--- config.mk ---
export PLATFORM = sky130hd
export DESIGN_NAME = fkq_ram
export DESIGN_NICKNAME = d
export VERILOG_FILES = /design/src/rtl/core/fkq_ram.sv
export SDC_FILE = /design/constraint.sdc
export NUM_CORES = 1
export LEC_CHECK = 0
export BUFFER_PORTS_ARGS = -buffer_cell sky130_fd_sc_hd__buf_2
export CAP_MARGIN = 20
export CORE_ASPECT_RATIO = 1.1
export CORE_MARGIN = 5
export CORE_UTILIZATION = 59
export CTS_BUF_LIST = sky130_fd_sc_hd__clkbuf_4
export DETAILED_ROUTE_END_ITERATION = 7
export PLACE_DENSITY = 0.89
export SKIP_LAST_GASP = 1
export SYNTH_ARGS = -nofsm -noshare
export SYNTH_HDL_FRONTEND = slang
export SYNTH_SLANG_ARGS = --single-unit
--- constraint.sdc ---
create_clock -name clk -period 2.99 [get_ports clk]
set_input_delay 0.1495 -clock clk [delete_from_list [all_inputs] [get_ports clk]]
set_output_delay 0.1495 -clock clk [all_outputs]
set_load 0.05 [all_outputs]
--- src/rtl/core/fkq_ram.sv ---
// Generic single-write, single-read synchronous RAM with a registered read port.
module fkq_ram #(
    parameter int WIDTH = 8,
    parameter int DEPTH = 16,
    parameter int AW    = (DEPTH > 1) ? $clog2(DEPTH) : 1
) (
    input  logic             clk,
    input  logic             we,
    input  logic [AW-1:0]    waddr,
    input  logic [WIDTH-1:0] wdata,
    input  logic [AW-1:0]    raddr,
    output logic [WIDTH-1:0] rdata
);

    logic [WIDTH-1:0] mem [DEPTH];

    always_ff @(posedge clk)
    begin
        if (we)
        begin
            mem[waddr] <= wdata;
        end
        rdata <= mem[raddr];
    end

endmodule

==> flow_summary.toml <==
[global_routing]
grt-ovfl-total = 0
grt_first_pass_wirelength_mm = 14.4
grt_max_degree = 33
grt_pass1_vias = 2555
antenna_found_initial = 0
grt.total_usage = 0.190

[worst_setup_path]
critPathMaxFanout = 18
reg2reg_to = "rdata[2]$_DFF_P_"
path_cells = "buf_2 > buf_12 > mux4_1 > a22oi_1 > nand2_1"
r2r-start = "mem[1][2]$_DFFE_PP_"
required_ns = 3.39
crit_start = "raddr[0]"
r2r_slack_ns = 1.62
critPathSlowestCell = "mux4_1"
timing.critical_path.from_type = "input port"
crit_end = "rdata[3]$_DFF_P_"
crit_type = "in -> reg"
cp-end-kind = "flip-flop"
worst_ep_arrival_time_ns = 1.79
r2r_cells = 3
max_stage_delay_ns = 0.58

[sta]
tns_ns = 0
slew_violations = 0
slew_headroom = 0.379
rsz0062_at_grt = "false"
skew_ns = 0.0214
fmax_mhz = 722
max_slew.worst_pin.slew_ns = 0.928
fin_crit_ns = 1.38
fin_crit_sh = 0.463
hold_viol = 0
setup_viol_count_final = 0

[route]
first_iter_violations = 354
vias = 2459
drt_pass1_iterations = 5
viasPerCell = 6.15
routed_wl_mm = 9.15
routedWlPerCell_um = 22.9
antenna_left = 0
post-route-drc-count = 0

[clocking]
cts_made_buffers = 17
cts-hold-fix-buffers = 7
cts_tree = "yes"
cts.path.max_buffers = 2
h-tree-depth = 4
numClockSinks = 136
ctsRootBufferMaster = "clkbuf_4"
cts.repair.resized = 0
insertion_delay_ns = 0.52
clk_pin_slew_ns = 0.11
cts_setup_buffers = 0

[logic_synthesis]
yosysSeqAreaShare = 0.778
netlist_area_um2 = 5150
ys_warn_count = 0
synth_cells = 229
ys_seq_elements = 136
synth.largest_area_cell = "edfxtp_1"
synth_fp_nets = 247
synth_area_per_cell_um2 = 22.5
synth_top_area_frac = 0.747
synthDistinctLibCells = 19
ys_top_cells_by_area = "edfxtp_1, mux4_2, mux4_1"

[place]
gp_congestion = 0.743
portBuffers = 25
dp_cells = 360
detailed_place_hpwl_mm = 5.97
dpl_cell_area_um2 = 5380

[final_layout]
regArea_um2 = 4000
multi_input_area_um2 = 1060
finalNonFillerCells = 400
syn2layout_area_growth_pct = 11.3
layout.cells.most_common_list = "edfxtp_1, buf_2, clkbuf_4"
drive_above_1_share = 0.270
layout_commonest_cell = "edfxtp_1"
nets = 294
stdcell_area_um2 = 5730
n_fill_cell = 513
num_antenna_cells = 0

[run]
max_cap_viol_count = 0

[floorplanning]
die_height_um = 108
start_util = 0.609
die_width_um = 99.1
io_pins = 26
core_area_um2 = 8450
dieArea_um2 = 10700
rows = 35

[min_path]
min_path_type = "in -> reg"
hold_depth = 4

[power_and_ir_drop]
p_leak_nw = 1.91
cellPowerDensity_nw_per_um2 = 613
peakVddDrop_v = 0.000386

[outcome]
status = "finished, final reports clean"
state kept, by name, summed over array words and instances (netlist names):
name and flops:
mem 128, rdata 8
worst max-delay path: cells and delay by family:
kind | cells | cell delay (ns)
compound gates | 1 | 0.24
buf+inv | 2 | 0.73
mux | 1 | 0.58
simple gates | 1 | 0.07
cells in the mapped netlist:
| cell | number |
|---|---|
| dfxtp_1 | 8 |
| nand2b_1 | 2 |
| clkdlybuf4s25_2 | 3 |
| buf_4 | 1 |
| mux4_1 | 14 |
| nor2b_1 | 1 |
| a22oi_1 | 16 |
| buf_6 | 3 |
| and2b_1 | 1 |
| nand2_1 | 9 |
| nor3_1 | 4 |
| and2_1 | 1 |
| nand3_1 | 1 |
| nand3b_1 | 2 |
| mux4_2 | 18 |
| edfxtp_1 | 128 |
| or3b_2 | 1 |
| nor2_1 | 13 |
| buf_2 | 3 |
layout make-up:
type                    count  share of cell area
clock buffers              19              0.0249
clock inverters            13              0.0225
multi-input cells          83               0.185
flip-flops and latches    136               0.699
well taps                 111              0.0243
repair buffers             38              0.0446
per-layer routing:
metal | track usage | vias to the layer above | wire length (um)
met5 | 0 | - | 0
li1 | - | 1070 | -
met1 | 0.247 | 1232 | 3510
met2 | 0.306 | 141 | 4830
met4 | 0.0771 | 0 | 129
met3 | 0.0555 | 16 | 683
power breakdown:
group	internal [mW]	leakage, nW	switching, mW
Combinational	0.0864	0.534	0.151
Clock	0.511	0.150	0.622
Sequential	2.13	1.22	0.0125
Total	2.73	1.91	0.786
logic make-up (layout without fill, tap and decap cells):
| family | Yosys count | in the layout | share of synthesized area |
|---|---|---|---|
| and+or+nand+nor | 35 | 35 | 0.0318 |
| DFF | 136 | 136 | 0.778 |
| buffers and inverters | 10 | 70 | 0.0168 |
| AOI/OAI and AO/OA | 16 | 16 | 0.0233 |
| muxes | 32 | 32 | 0.150 |
metrics by stage:
step | total power, mW | setup WS (ns) | util | hold WS, ns
global placement | 2.40 | 1.14 | 0.636 | 0.524
floorplan | 2.33 | 1.35 | - | 0.248
global route | 3.65 | 1.51 | 0.678 | 0.173
finish | 3.51 | 1.61 | 0.678 | 0.193
detailed placement | 2.41 | 1.08 | 0.636 | 0.542
CTS | 3.53 | 1.63 | 0.676 | 0.00397
worst min-delay path by stage:
stage	startpoint	end	slack (ns)
4_1_cts	wdata[1]	mem[1][1]$_DFFE_PP_	0.004
3_3_place_gp	wdata[5]	mem[6][5]$_DFFE_PP_	0.52
3_5_place_dp	wdata[4]	mem[13][4]$_DFFE_PP_	0.54
2_1_floorplan	wdata[0]	mem[0][0]$_DFFE_PP_	0.25
6_report	raddr[2]	rdata[4]$_DFF_P_	0.19
5_1_grt	waddr[0]	mem[0][3]$_DFFE_PP_	0.17
Power figures use the tool's default switching activity.
